## src/rtl/adsr_envelope_generator_assert.svh

```systemverilog
`ifndef ADSR_ENVELOPE_GENERATOR_ASSERT_SVH
`define ADSR_ENVELOPE_GENERATOR_ASSERT_SVH

// Both macros assume the enclosing module has i_clk and i_rst_n.

// Consequent must hold on the same edge as the antecedent.
`define ADSR_ASSERT_IMP(lbl, ante, cons, msg) \
    lbl: assert property (@(posedge i_clk) disable iff (!i_rst_n) (ante) |-> (cons)) \
        else $error(msg);

// Consequent must hold on the edge after the antecedent.
`define ADSR_ASSERT_NXT(lbl, ante, cons, msg) \
    lbl: assert property (@(posedge i_clk) disable iff (!i_rst_n) (ante) |=> (cons)) \
        else $error(msg);

`endif

```

## src/rtl/adsr_pkg.sv

```systemverilog
package adsr_pkg;

    localparam int FRAC_BITS = 15;
    localparam int LVL_W     = 16;
    localparam int SMP_W     = 16;
    localparam int TICK_W    = 32;
    localparam int SR_W      = 18;
    localparam int MS_W      = 14;
    localparam int SUS_W     = 16;
    localparam int OP_W      = 2;
    localparam int STAGE_W   = 3;
    // samples per ms fits 9 bits for any 18-bit rate; times 14-bit ms gives 23 bits
    localparam int SPMS_W    = 9;
    localparam int LEN_W     = SPMS_W + MS_W;
    localparam int PROD_W    = 2 * (LVL_W + 1);

    // rate / 1000 as multiply by ceil(2^28 / 1000), exact for all 18-bit rates
    localparam int RECIP_W     = 19;
    localparam int RECIP_SHIFT = 28;
    localparam logic [RECIP_W-1:0] SPMS_RECIP = 19'd268436;

    localparam int DIV_STEPS = FRAC_BITS;
    localparam int DIV_CNT_W = $clog2(DIV_STEPS);
    localparam logic [DIV_CNT_W-1:0] DIV_LAST = DIV_CNT_W'(DIV_STEPS - 1);

    localparam logic [LVL_W-1:0] LVL_ONE = LVL_W'(1 << FRAC_BITS);
    localparam logic [TICK_W-1:0] TICK_MAX = '1;

    localparam int APB_AW    = 5;
    localparam int APB_DW    = 32;
    localparam int REG_IDX_W = 3;

    localparam logic [SR_W-1:0]  SAMPLE_RATE_RST = 18'd44100;
    localparam logic [MS_W-1:0]  ATTACK_MS_RST   = 14'd10;
    localparam logic [MS_W-1:0]  DECAY_MS_RST    = 14'd100;
    localparam logic [SUS_W-1:0] SUSTAIN_RST     = 16'd16384;
    localparam logic [MS_W-1:0]  RELEASE_MS_RST  = 14'd200;

    typedef enum logic [STAGE_W-1:0] {
        STG_IDLE    = 3'd0,
        STG_ATTACK  = 3'd1,
        STG_DECAY   = 3'd2,
        STG_SUSTAIN = 3'd3,
        STG_RELEASE = 3'd4,
        STG_DONE    = 3'd5
    } t_stage;

    typedef enum logic [OP_W-1:0] {
        OP_TICK     = 2'd0,
        OP_NOTE_ON  = 2'd1,
        OP_NOTE_OFF = 2'd2
    } t_opcode;

    typedef enum logic [REG_IDX_W-1:0] {
        REG_SAMPLE_RATE = 3'd0,
        REG_ATTACK_MS   = 3'd1,
        REG_DECAY_MS    = 3'd2,
        REG_SUSTAIN     = 3'd3,
        REG_RELEASE_MS  = 3'd4
    } t_reg_idx;

    typedef enum logic [2:0] {
        DP_NONE,
        DP_EVAL,
        DP_DIV,
        DP_MUL1,
        DP_MUL2,
        DP_LEVEL,
        DP_SMUL,
        DP_PUSH
    } t_dp_op;

    typedef enum logic [3:0] {
        FSM_IDLE,
        FSM_WAIT,
        FSM_EVAL,
        FSM_DIV,
        FSM_MUL1,
        FSM_MUL2,
        FSM_LEVEL,
        FSM_SMUL,
        FSM_PUSH
    } t_fsm;

    typedef struct packed {
        logic   load;
        t_dp_op op;
    } t_dp_cmd;

    typedef struct packed {
        logic tick_active;
        logic out_full;
    } t_dp_status;

    typedef struct packed {
        logic [SUS_W-1:0] sustain;
        logic [LEN_W-1:0] len_a;
        logic [LEN_W-1:0] len_d;
        logic [LEN_W-1:0] len_r;
    } t_cfg;

endpackage

```

## src/rtl/adsr_if.sv

```systemverilog
interface adsr_in_if import adsr_pkg::*; ();
    logic                    valid;
    logic                    ready;
    logic [OP_W-1:0]         opcode;
    logic signed [SMP_W-1:0] osc_sample;

    modport source (output valid, output opcode, output osc_sample, input ready);
    modport sink   (input valid, input opcode, input osc_sample, output ready);
endinterface

interface adsr_out_if import adsr_pkg::*; ();
    logic                    valid;
    logic                    ready;
    logic signed [SMP_W-1:0] out_sample;
    logic [STAGE_W-1:0]      env_stage;
    logic                    note_done;

    modport source (output valid, output out_sample, output env_stage, output note_done,
                    input ready);
    modport sink   (input valid, input out_sample, input env_stage, input note_done,
                    output ready);
endinterface

```

## src/rtl/adsr_regs.sv

```systemverilog
module adsr_regs import adsr_pkg::*; (
    input  logic              i_clk,
    input  logic              i_rst_n,
    input  logic              psel,
    input  logic              penable,
    input  logic              pwrite,
    input  logic [APB_AW-1:0] paddr,
    input  logic [APB_DW-1:0] pwdata,
    output logic [APB_DW-1:0] prdata,
    output logic              pready,
    output t_cfg              o_cfg
);

    logic [SR_W-1:0]  r_sample_rate;
    logic [MS_W-1:0]  r_attack_ms;
    logic [MS_W-1:0]  r_decay_ms;
    logic [SUS_W-1:0] r_sustain;
    logic [MS_W-1:0]  r_release_ms;

    logic [SPMS_W-1:0] r_spms;
    logic [LEN_W-1:0]  r_len_a;
    logic [LEN_W-1:0]  r_len_d;
    logic [LEN_W-1:0]  r_len_r;

    logic [REG_IDX_W-1:0]      reg_idx;
    logic                      wr_en;
    logic [SR_W+RECIP_W-1:0]   spms_prod;

    assign reg_idx = paddr[APB_AW-1:2];
    assign wr_en   = psel && penable && pwrite;
    assign pready  = 1'b1;

    always_ff @(posedge i_clk) begin
        if (!i_rst_n) begin
            r_sample_rate <= SAMPLE_RATE_RST;
            r_attack_ms   <= ATTACK_MS_RST;
            r_decay_ms    <= DECAY_MS_RST;
            r_sustain     <= SUSTAIN_RST;
            r_release_ms  <= RELEASE_MS_RST;
        end else if (wr_en) begin
            case (reg_idx)
                REG_SAMPLE_RATE: r_sample_rate <= pwdata[SR_W-1:0];
                REG_ATTACK_MS:   r_attack_ms   <= pwdata[MS_W-1:0];
                REG_DECAY_MS:    r_decay_ms    <= pwdata[MS_W-1:0];
                REG_SUSTAIN:     r_sustain     <= pwdata[SUS_W-1:0];
                REG_RELEASE_MS:  r_release_ms  <= pwdata[MS_W-1:0];
                default: ;
            endcase
        end
    end

    always_comb begin
        case (reg_idx)
            REG_SAMPLE_RATE: prdata = APB_DW'(r_sample_rate);
            REG_ATTACK_MS:   prdata = APB_DW'(r_attack_ms);
            REG_DECAY_MS:    prdata = APB_DW'(r_decay_ms);
            REG_SUSTAIN:     prdata = APB_DW'(r_sustain);
            REG_RELEASE_MS:  prdata = APB_DW'(r_release_ms);
            default:         prdata = '0;
        endcase
    end

    // Stage lengths are registered; the sample rate passes r_spms before r_len_*.
    assign spms_prod = (SR_W+RECIP_W)'(r_sample_rate) * (SR_W+RECIP_W)'(SPMS_RECIP);

    always_ff @(posedge i_clk) begin
        r_spms  <= spms_prod[RECIP_SHIFT+SPMS_W-1:RECIP_SHIFT];
        r_len_a <= LEN_W'(r_spms) * LEN_W'(r_attack_ms);
        r_len_d <= LEN_W'(r_spms) * LEN_W'(r_decay_ms);
        r_len_r <= LEN_W'(r_spms) * LEN_W'(r_release_ms);
    end

    assign o_cfg.sustain = r_sustain;
    assign o_cfg.len_a   = r_len_a;
    assign o_cfg.len_d   = r_len_d;
    assign o_cfg.len_r   = r_len_r;

endmodule

```

## src/rtl/adsr_ctrl.sv

```systemverilog
`include "adsr_envelope_generator_assert.svh"

module adsr_ctrl import adsr_pkg::*; (
    input  logic       i_clk,
    input  logic       i_rst_n,
    input  logic       i_in_valid,
    output logic       o_in_ready,
    input  t_dp_status i_status,
    output t_dp_cmd    o_cmd
);

    t_fsm                 r_state, n_state;
    logic [DIV_CNT_W-1:0] r_div_cnt, n_div_cnt;

    always_ff @(posedge i_clk) begin
        if (!i_rst_n) begin
            r_state   <= FSM_IDLE;
            r_div_cnt <= '0;
        end else begin
            r_state   <= n_state;
            r_div_cnt <= n_div_cnt;
        end
    end

    always_comb begin
        n_state    = r_state;
        n_div_cnt  = r_div_cnt;
        o_in_ready = 1'b0;
        o_cmd.load = 1'b0;
        o_cmd.op   = DP_NONE;
        case (r_state)
            FSM_IDLE: begin
                o_in_ready = 1'b1;
                if (i_in_valid) begin
                    o_cmd.load = 1'b1;
                    n_state    = FSM_WAIT;
                end
            end
            // lets fresh register writes reach the stage lengths
            FSM_WAIT: n_state = FSM_EVAL;
            FSM_EVAL: begin
                o_cmd.op  = DP_EVAL;
                n_div_cnt = '0;
                n_state   = i_status.tick_active ? FSM_DIV : FSM_PUSH;
            end
            FSM_DIV: begin
                o_cmd.op = DP_DIV;
                if (r_div_cnt == DIV_LAST) begin
                    n_state = FSM_MUL1;
                end else begin
                    n_div_cnt = r_div_cnt + 1'b1;
                end
            end
            FSM_MUL1: begin
                o_cmd.op = DP_MUL1;
                n_state  = FSM_MUL2;
            end
            FSM_MUL2: begin
                o_cmd.op = DP_MUL2;
                n_state  = FSM_LEVEL;
            end
            FSM_LEVEL: begin
                o_cmd.op = DP_LEVEL;
                n_state  = FSM_SMUL;
            end
            FSM_SMUL: begin
                o_cmd.op = DP_SMUL;
                n_state  = FSM_PUSH;
            end
            FSM_PUSH: begin
                if (!i_status.out_full) begin
                    o_cmd.op = DP_PUSH;
                    n_state  = FSM_IDLE;
                end
            end
            default: n_state = FSM_IDLE;
        endcase
    end

    `ADSR_ASSERT_NXT(a_accept_starts, i_in_valid && o_in_ready, r_state == FSM_WAIT,
        "accepted transaction did not start processing")
    `ADSR_ASSERT_IMP(a_push_has_room, o_cmd.op == DP_PUSH, !i_status.out_full,
        "result pushed into a full output register")
    `ADSR_ASSERT_NXT(a_div_length, (r_state == FSM_DIV) && (r_div_cnt == DIV_LAST),
        r_state == FSM_MUL1, "divider did not finish after its last step")

endmodule

```

## src/rtl/adsr_dp.sv

```systemverilog
`include "adsr_envelope_generator_assert.svh"

module adsr_dp import adsr_pkg::*; (
    input  logic                    i_clk,
    input  logic                    i_rst_n,
    input  t_dp_cmd                 i_cmd,
    output t_dp_status              o_status,
    input  t_cfg                    i_cfg,
    input  logic [OP_W-1:0]         i_opcode,
    input  logic signed [SMP_W-1:0] i_osc_sample,
    output logic                    o_out_valid,
    input  logic                    i_out_ready,
    output logic signed [SMP_W-1:0] o_out_sample,
    output logic [STAGE_W-1:0]      o_env_stage,
    output logic                    o_note_done
);

    // envelope state
    t_stage              r_stage, n_stage;
    logic [TICK_W-1:0]   r_tick, n_tick;
    logic [LVL_W-1:0]    r_held, n_held;
    logic [LVL_W-1:0]    r_rel, n_rel;

    // per-transaction working registers
    logic [OP_W-1:0]         r_op;
    logic signed [SMP_W-1:0] r_samp;
    logic                    r_jump, n_jump;
    logic                    r_frac_one, n_frac_one;
    logic [LEN_W-1:0]        r_den, n_den;
    logic [LEN_W-1:0]        r_rem, n_rem;
    logic [FRAC_BITS-1:0]    r_quo, n_quo;
    logic signed [PROD_W-1:0] r_prod, n_prod;
    logic [LVL_W-1:0]        r_lvl, n_lvl;

    // output register
    logic                    r_out_valid;
    logic signed [SMP_W-1:0] r_out_sample;
    t_stage                  r_out_stage;
    logic                    r_out_done;

    logic                    tick_active;
    logic [TICK_W-1:0]       len_a_ext, len_ad;
    logic [TICK_W-1:0]       num;
    logic [LEN_W-1:0]        den;
    logic [LEN_W:0]          rem_sh;
    logic                    rem_ge;
    logic [LVL_W-1:0]        sus_use;
    logic [LVL_W-1:0]        frac;
    logic [LVL_W:0]          att_sum;
    logic [LVL_W-1:0]        att_lvl;
    logic [LVL_W-1:0]        prod_hi;
    logic [LVL_W-1:0]        sq_opnd;
    logic signed [LVL_W:0]   mul_a, mul_b;

    assign tick_active = (r_op == OP_TICK) &&
                         ((r_stage == STG_ATTACK) || (r_stage == STG_DECAY) ||
                          (r_stage == STG_SUSTAIN) || (r_stage == STG_RELEASE));

    assign o_status.tick_active = tick_active;
    assign o_status.out_full    = r_out_valid && !i_out_ready;

    // stage-end compares and divider operands
    assign len_a_ext = TICK_W'(i_cfg.len_a);
    assign len_ad    = len_a_ext + TICK_W'(i_cfg.len_d);

    always_comb begin
        case (r_stage)
            STG_ATTACK: begin
                num = r_tick;
                den = i_cfg.len_a;
            end
            STG_DECAY: begin
                num = (r_tick > len_a_ext) ? (r_tick - len_a_ext) : '0;
                den = i_cfg.len_d;
            end
            default: begin
                num = r_tick;
                den = i_cfg.len_r;
            end
        endcase
    end

    // one restoring step: quotient bit of (num << FRAC_BITS) / den
    assign rem_sh = {r_rem, 1'b0};
    assign rem_ge = rem_sh >= {1'b0, r_den};

    assign sus_use  = (i_cfg.sustain > LVL_ONE) ? LVL_ONE : i_cfg.sustain;
    assign frac     = r_frac_one ? LVL_ONE : LVL_W'(r_quo);
    assign att_sum  = (LVL_W+1)'(frac) + (LVL_W+1)'(r_rel);
    assign att_lvl  = (att_sum > (LVL_W+1)'(LVL_ONE)) ? LVL_ONE : att_sum[LVL_W-1:0];
    assign prod_hi  = r_prod[FRAC_BITS+LVL_W-1:FRAC_BITS];
    // decay squares the progress, release squares what is left of it
    assign sq_opnd  = (r_stage == STG_DECAY) ? frac : (LVL_ONE - frac);

    always_comb begin
        case (i_cmd.op)
            DP_MUL1: begin
                mul_a = signed'({1'b0, sq_opnd});
                mul_b = signed'({1'b0, sq_opnd});
            end
            DP_MUL2: begin
                mul_a = (r_stage == STG_DECAY) ? signed'({1'b0, LVL_ONE - sus_use})
                                               : signed'({1'b0, r_held});
                mul_b = signed'({1'b0, prod_hi});
            end
            DP_SMUL: begin
                mul_a = (LVL_W+1)'(r_samp);
                mul_b = signed'({1'b0, r_lvl});
            end
            default: begin
                mul_a = '0;
                mul_b = '0;
            end
        endcase
    end

    always_comb begin
        n_stage    = r_stage;
        n_tick     = r_tick;
        n_held     = r_held;
        n_rel      = r_rel;
        n_jump     = r_jump;
        n_frac_one = r_frac_one;
        n_den      = r_den;
        n_rem      = r_rem;
        n_quo      = r_quo;
        n_prod     = r_prod;
        n_lvl      = r_lvl;
        case (i_cmd.op)
            DP_EVAL: begin
                n_jump     = (r_stage == STG_ATTACK) ? (r_tick > len_a_ext)
                                                     : (r_tick > len_ad);
                n_frac_one = (den == '0) || (num >= TICK_W'(den));
                n_den      = den;
                n_rem      = num[LEN_W-1:0];
                n_prod     = '0;
                if (!tick_active) begin
                    case (r_op)
                        OP_NOTE_ON: begin
                            n_tick  = '0;
                            n_stage = STG_ATTACK;
                        end
                        OP_NOTE_OFF: begin
                            n_tick  = '0;
                            n_stage = STG_RELEASE;
                        end
                        default: ;
                    endcase
                end
            end
            DP_DIV: begin
                n_rem = rem_ge ? LEN_W'(rem_sh - {1'b0, r_den}) : rem_sh[LEN_W-1:0];
                n_quo = {r_quo[FRAC_BITS-2:0], rem_ge};
            end
            DP_MUL1, DP_MUL2, DP_SMUL: begin
                n_prod = mul_a * mul_b;
            end
            DP_LEVEL: begin
                case (r_stage)
                    STG_ATTACK: begin
                        if (r_jump) begin
                            n_stage = STG_DECAY;
                            n_lvl   = LVL_ONE;
                        end else begin
                            n_lvl  = att_lvl;
                            n_held = att_lvl;
                        end
                    end
                    STG_DECAY: begin
                        if (r_jump) begin
                            if (sus_use != '0) begin
                                n_stage = STG_SUSTAIN;
                                n_lvl   = sus_use;
                            end else begin
                                n_stage = STG_DONE;
                                n_lvl   = '0;
                            end
                        end else begin
                            n_lvl  = LVL_ONE - prod_hi;
                            n_held = LVL_ONE - prod_hi;
                        end
                    end
                    STG_SUSTAIN: begin
                        n_lvl  = sus_use;
                        n_held = sus_use;
                    end
                    default: begin
                        n_lvl = prod_hi;
                        n_rel = prod_hi;
                        if (prod_hi == '0) begin
                            n_stage = STG_DONE;
                        end
                    end
                endcase
                if (r_tick != TICK_MAX) begin
                    n_tick = r_tick + 1'b1;
                end
            end
            default: ;
        endcase
    end

    always_ff @(posedge i_clk) begin
        if (!i_rst_n) begin
            r_stage     <= STG_IDLE;
            r_tick      <= '0;
            r_held      <= '0;
            r_rel       <= '0;
            r_out_valid <= 1'b0;
        end else begin
            r_stage <= n_stage;
            r_tick  <= n_tick;
            r_held  <= n_held;
            r_rel   <= n_rel;
            if (i_cmd.op == DP_PUSH) begin
                r_out_valid <= 1'b1;
            end else if (i_out_ready) begin
                r_out_valid <= 1'b0;
            end
        end
    end

    always_ff @(posedge i_clk) begin
        if (i_cmd.load) begin
            r_op   <= i_opcode;
            r_samp <= i_osc_sample;
        end
        r_jump     <= n_jump;
        r_frac_one <= n_frac_one;
        r_den      <= n_den;
        r_rem      <= n_rem;
        r_quo      <= n_quo;
        r_prod     <= n_prod;
        r_lvl      <= n_lvl;
        if (i_cmd.op == DP_PUSH) begin
            // arithmetic shift of the product gives the floor
            r_out_sample <= r_prod[FRAC_BITS+SMP_W-1:FRAC_BITS];
            r_out_stage  <= r_stage;
            r_out_done   <= (r_stage == STG_DONE);
        end
    end

    assign o_out_valid  = r_out_valid;
    assign o_out_sample = r_out_sample;
    assign o_env_stage  = r_out_stage;
    assign o_note_done  = r_out_done;

    `ADSR_ASSERT_IMP(a_level_range, 1'b1, (r_held <= LVL_ONE) && (r_rel <= LVL_ONE),
        "held or release level above full scale")
    `ADSR_ASSERT_NXT(a_tick_saturates, (r_tick == TICK_MAX) && (i_cmd.op != DP_EVAL),
        r_tick == TICK_MAX, "tick counter wrapped")
    `ADSR_ASSERT_NXT(a_out_hold, o_out_valid && !i_out_ready,
        o_out_valid && $stable(o_out_sample) && $stable(o_env_stage) && $stable(o_note_done),
        "waiting result changed before it was taken")

endmodule

```

## src/rtl/adsr_envelope_generator.sv

```systemverilog
// ADSR envelope generator.
// Input channel i_in carries an opcode (sample tick, note on, note off) and a
// signed oscillator sample. Output channel o_out returns one transaction per
// input: the sample scaled by the envelope level (zero for note events and
// while idle or done), the stage after the step, and a done flag.
// Stage timing and sustain level come from the APB registers: sample rate,
// attack, decay and release in ms, sustain in Q1.15. Write them only while
// no transaction is in flight.
// A tick in an active stage passes the wait and evaluate states, the 15-step
// serial divider that forms the stage progress, the shared multiplier passes
// and the level update before o_out.valid; every other transaction goes from
// evaluate straight to the output push. One transaction is processed at a time;
// i_in.ready returns when its result is moved into the output register.
// A result waiting in the output register does not block the next input.
// If the receiver stalls, the block holds its next result until the output
// register is free and accepts no input meanwhile.
// Reset (synchronous, active low) returns the registers to their defaults,
// the envelope to idle with counter and levels at zero, and empties the
// output register.
module adsr_envelope_generator import adsr_pkg::*; (
    input  logic              i_clk,
    input  logic              i_rst_n,
    adsr_in_if.sink           i_in,
    adsr_out_if.source        o_out,
    input  logic              psel,
    input  logic              penable,
    input  logic              pwrite,
    input  logic [APB_AW-1:0] paddr,
    input  logic [APB_DW-1:0] pwdata,
    output logic [APB_DW-1:0] prdata,
    output logic              pready
);

    t_cfg       cfg;
    t_dp_cmd    cmd;
    t_dp_status status;

    adsr_regs u_regs (
        .i_clk   (i_clk),
        .i_rst_n (i_rst_n),
        .psel    (psel),
        .penable (penable),
        .pwrite  (pwrite),
        .paddr   (paddr),
        .pwdata  (pwdata),
        .prdata  (prdata),
        .pready  (pready),
        .o_cfg   (cfg)
    );

    adsr_ctrl u_ctrl (
        .i_clk      (i_clk),
        .i_rst_n    (i_rst_n),
        .i_in_valid (i_in.valid),
        .o_in_ready (i_in.ready),
        .i_status   (status),
        .o_cmd      (cmd)
    );

    adsr_dp u_dp (
        .i_clk        (i_clk),
        .i_rst_n      (i_rst_n),
        .i_cmd        (cmd),
        .o_status     (status),
        .i_cfg        (cfg),
        .i_opcode     (i_in.opcode),
        .i_osc_sample (i_in.osc_sample),
        .o_out_valid  (o_out.valid),
        .i_out_ready  (o_out.ready),
        .o_out_sample (o_out.out_sample),
        .o_env_stage  (o_out.env_stage),
        .o_note_done  (o_out.note_done)
    );

endmodule

```

## src/flat_wrapper.sv

```systemverilog
// flat-port wrapper written by rule: the top's interface ports become plain ports
module adsr_envelope_generator_flat import adsr_pkg::*;
  (i_clk, i_rst_n, psel, penable, pwrite, paddr, pwdata, prdata, pready, i_in_valid, i_in_opcode, i_in_osc_sample, i_in_ready, o_out_valid, o_out_out_sample, o_out_env_stage, o_out_note_done, o_out_ready);
  adsr_in_if i_in_i ();
  adsr_out_if o_out_i ();
  input  logic i_clk;
  input  logic i_rst_n;
  input  logic psel;
  input  logic penable;
  input  logic pwrite;
  input  logic [APB_AW-1:0] paddr;
  input  logic [APB_DW-1:0] pwdata;
  output logic [APB_DW-1:0] prdata;
  output logic pready;
  input wire logic [$bits(i_in_i.valid)-1:0] i_in_valid;
  input wire logic [$bits(i_in_i.opcode)-1:0] i_in_opcode;
  input wire logic [$bits(i_in_i.osc_sample)-1:0] i_in_osc_sample;
  output wire logic [$bits(i_in_i.ready)-1:0] i_in_ready;
  output wire logic [$bits(o_out_i.valid)-1:0] o_out_valid;
  output wire logic [$bits(o_out_i.out_sample)-1:0] o_out_out_sample;
  output wire logic [$bits(o_out_i.env_stage)-1:0] o_out_env_stage;
  output wire logic [$bits(o_out_i.note_done)-1:0] o_out_note_done;
  input wire logic [$bits(o_out_i.ready)-1:0] o_out_ready;
  assign i_in_i.valid = i_in_valid;
  assign i_in_i.opcode = i_in_opcode;
  assign i_in_i.osc_sample = i_in_osc_sample;
  assign i_in_ready = i_in_i.ready;
  assign o_out_valid = o_out_i.valid;
  assign o_out_out_sample = o_out_i.out_sample;
  assign o_out_env_stage = o_out_i.env_stage;
  assign o_out_note_done = o_out_i.note_done;
  assign o_out_i.ready = o_out_ready;
  adsr_envelope_generator u_core (.i_clk(i_clk), .i_rst_n(i_rst_n), .i_in(i_in_i), .o_out(o_out_i), .psel(psel), .penable(penable), .pwrite(pwrite), .paddr(paddr), .pwdata(pwdata), .prdata(prdata), .pready(pready));
endmodule
```

## config.mk

```make
export PLATFORM = sky130hd
export DESIGN_NAME = adsr_envelope_generator_flat
export DESIGN_NICKNAME = d
export VERILOG_FILES = /design/src/rtl/adsr_pkg.sv /design/src/rtl/adsr_if.sv /design/src/rtl/adsr_regs.sv /design/src/rtl/adsr_ctrl.sv /design/src/rtl/adsr_dp.sv /design/src/rtl/adsr_envelope_generator.sv /design/src/flat_wrapper.sv
export VERILOG_INCLUDE_DIRS = /design/src /design/src/rtl
export SDC_FILE = /design/constraint.sdc
export NUM_CORES = 2
export LEC_CHECK = 0
export ABC_AREA = 1
export CAP_MARGIN = 25
export CORE_ASPECT_RATIO = 1.75
export CORE_MARGIN = 4
export CORE_UTILIZATION = 55
export CTS_BUF_LIST = sky130_fd_sc_hd__clkbuf_8
export DETAILED_ROUTE_END_ITERATION = 12
export DONT_BUFFER_PORTS = 1
export PLACE_DENSITY = 0.7
export SYNTH_ARGS = -nofsm -noshare
export SYNTH_HDL_FRONTEND = slang
export SYNTH_SLANG_ARGS = --single-unit
export TNS_END_PERCENT = 100
```

## constraint.sdc

```tcl
create_clock -name i_clk -period 8.5 [get_ports i_clk]
set_clock_uncertainty 0.2 [all_clocks]
set_input_delay 0 -clock i_clk [delete_from_list [all_inputs] [get_ports i_clk]]
set_output_delay 0 -clock i_clk [all_outputs]
set_load 0.01 [all_outputs]
```

==> run metrics <==
Avg Synthesized Cell Area=7.62 sq um; routed len/inst=21.0 um; xor/xnor cell area share of the yosys netlist=2.91%; initial antenna violation count=5; routability cong.=1.02; Pre-antenna DRT Iters=6; Buffers on Ports=0; Chip Width=232 um; Worst Max-Slew Pin Slew=1.03 ns; multiplexer share of the synthesized area=0%; Routed Antenna Nets=0; final-report max-slew violation count=0; Synth Area in Adders=36.1%; Total Routing Usage GR=34.7%; Non-Filler Instances=7595; Worst IR Drop VDD=0.000192 V; Crit-path slowest cell=fa_1; Crit Path Max Fanout=15; Die ar.=92600 sq um; CTS sink cnt=363; Setup crit end kind=flip-flop; synth warn=0; outcome=finished, final reports clean; pin count of the biggest net entering global routing=99; CTS tree=yes; Largest stage delay, worst path=0.63 ns; DR vias=43029; power per cell area=154 nW/um^2; GR peak layer=met2; largest family of logic cells by synthesized area=adder cells; Skew-Pair Late Insertion Delay=0.80 ns; Async SR Flop Fraction=0%; cell area after layout=52000 sq um; synth top area cells=fa_1 (23%), ha_1 (13%), nand2_1 (11%); Synth Area in Compound Gates=10.5%; Post-DP HPWL=128000 um; core box area=87000 sq um; DR vias/cell=5.67; met1 GRT Util=34.7%; # IOs=117; met3 Resource Use GR=6.57%; setup violators final=0; Synth Cell Area=48200 sq um; Starting Density=55.4%; Hold Fails Final Rpt=0; Post-Synthesis Cells=6327; Post-Route WL=159000 um; FMAX=125 MHz; fin worst setup slack=0.484 ns; share of cells above drive strength 1=5.07%; pre-CTS WS=0.313 ns; WHS=0.0406 ns; min-delay worst type=input pin to flip-flop; critical path class=flip-flop to flip-flop; site row count=143; max-cap check violation count=0; simple-gate area share of the yosys netlist=20.2%; Period minus WS final=8.02 ns; dpl cells=7355; Cell Area, Placed=49300 sq um; Synth top area share=23.3%; sequential element share of the synthesized area=17.8%; Yosys cell types=65; vias in the first global route=45280; CP most frequent cell=nand2_1; Final period util=94.3%; first-pass GRT wire length=246000 um; CTS buffer count=66; total congestion overflow=0; P&R area growth vs syn=7.86%; dominant synthesized flop cell=dfxtp_1; GR Util met2=61.6%; arrival time worst endpoint=8.37 ns; max_slew headroom=31.2%; 1st-iter DRT viols=3301; clock root cell=clkbuf_8; Chip Height=400 um; reg2reg setup slack=0.48 ns; Net count, final=7500; Synth area leader=fa_1; CP required=8.85 ns; EDFF count, synth=133; CTS max path bufs=3; H-tree lvl count=3; FF+latch count, synth=363; Clock transition at path regs=0.06 ns; Static Leakage=0.0271 uW; startpoint types=flip-flop; drt drc=0
## layer usage
layer,routed length [um],up-vias
met5,27,-
met4,17400,4
met3,10300,764
met2,79100,1792
met1,52400,20571
li1,-,19898
## layout make-up
| type | count | area [sq um] |
|---|---|---|
| clock buffers | 69 | 950 |
| multi-input cells | 4428 | 33700 |
| repair buffers | 195 | 1830 |
| clock inverters | 48 | 447 |
| fillers | 8149 | 35000 |
| inverters | 1330 | 5000 |
| well taps | 1160 | 1450 |
| flip-flops and latches | 363 | 8600 |
| diodes | 2 | 5.00 |
## synthesized netlist by cell type (54+ instances only)
cell type,count
nor3_1,73
xor2_1,106
dfxtp_1,230
edfxtp_1,133
fa_1,562
nor2_1,462
nand2_1,1392
nand3_1,211
o21ai_0,275
nand4_1,72
xnor2_1,54
a21oi_1,371
clkbuf_1,153
ha_1,492
inv_1,1294
## what timing repair did
item	in CTS	in global routing
buffers inserted	0	2
resized for setup	0	8
hold endpoints to repair	208	0
hold buffers	116	0
endpoints found under the setup margin	0	9
## sequential cells by signal (all words and copies together), names as in the netlist, 18 cells and up
register / cells
u_core.u_dp.r_tick: 32
u_core.u_dp.r_den: 23
u_core.u_dp.r_rem: 23
u_core.u_regs.r_len_a: 23
u_core.u_regs.r_len_d: 23
u_core.u_regs.r_len_r: 23
u_core.u_regs.r_sample_rate: 18
## metrics by stage
stage	util [%]	total power, uW	TNS [ns]
4_1_cts	59.7	7980	0
5_1_grt	59.8	8570	-0.0142
3_3_place_gp	56.7	5980	0
3_5_place_dp	56.7	6030	0
2_1_floorplan	-	4990	0
6_report	59.8	8000	0
## cells by family after synthesis
group / after synthesis
XOR/XNOR: 160
other: 2
flip-flops: 363
AND/OR/NAND/NOR: 2323
AO/OA/AOI/OAI: 876
buffers and inverters: 1549
adder cells (fa/ha/maj): 1054
## path summary, 6_finish.rpt
check | to | depth (start not counted) | startpoint
max reg2reg | u_core.u_dp.r_prod[30] | 32 | u_core.u_dp.r_frac_one
max | u_core.u_dp.r_prod[30] | 32 | u_core.u_dp.r_frac_one
min reg2reg | u_core.u_dp.r_quo[2] | 0 | u_core.u_dp.r_quo[1]
min | u_core.u_regs.r_attack_ms[6] | 3 | pwdata[6]
## critical path: cells and delay by family, from the launching register on
kind	cells	cell delay (ns)
adders and majority gates	8	3.66
AOI/OAI and AO/OA	4	0.93
DFF	1	0.49
and+or+nand+nor	15	1.97
buffers and inverters	5	0.52
## report_power, final
part	switching [uW]	internal (uW)
clock	889	985
combinational	2510	1300
sequential	208	2110
total	3600	4400
## cell usage in the layout, fill, tap and decap left out, types with 54 or more instances in the layout
cell type | Yosys | final
nand2_1 | 1392 | 1391
o21ai_0 | 275 | 273
edfxtp_1 | 133 | 133
xnor2_1 | 54 | 54
nor3_1 | 73 | 72
a21oi_1 | 371 | 371
dlygate4sd3_1 | 0 | 115
nand3_1 | 211 | 211
buf_4 | 22 | 74
ha_1 | 492 | 492
nand4_1 | 72 | 72
nor2_1 | 462 | 457
clkbuf_8 | 0 | 69
fa_1 | 562 | 561
inv_1 | 1294 | 1306
dfxtp_1 | 230 | 230
xor2_1 | 106 | 106
No activity file was read; power rests on OpenSTA's default activity.
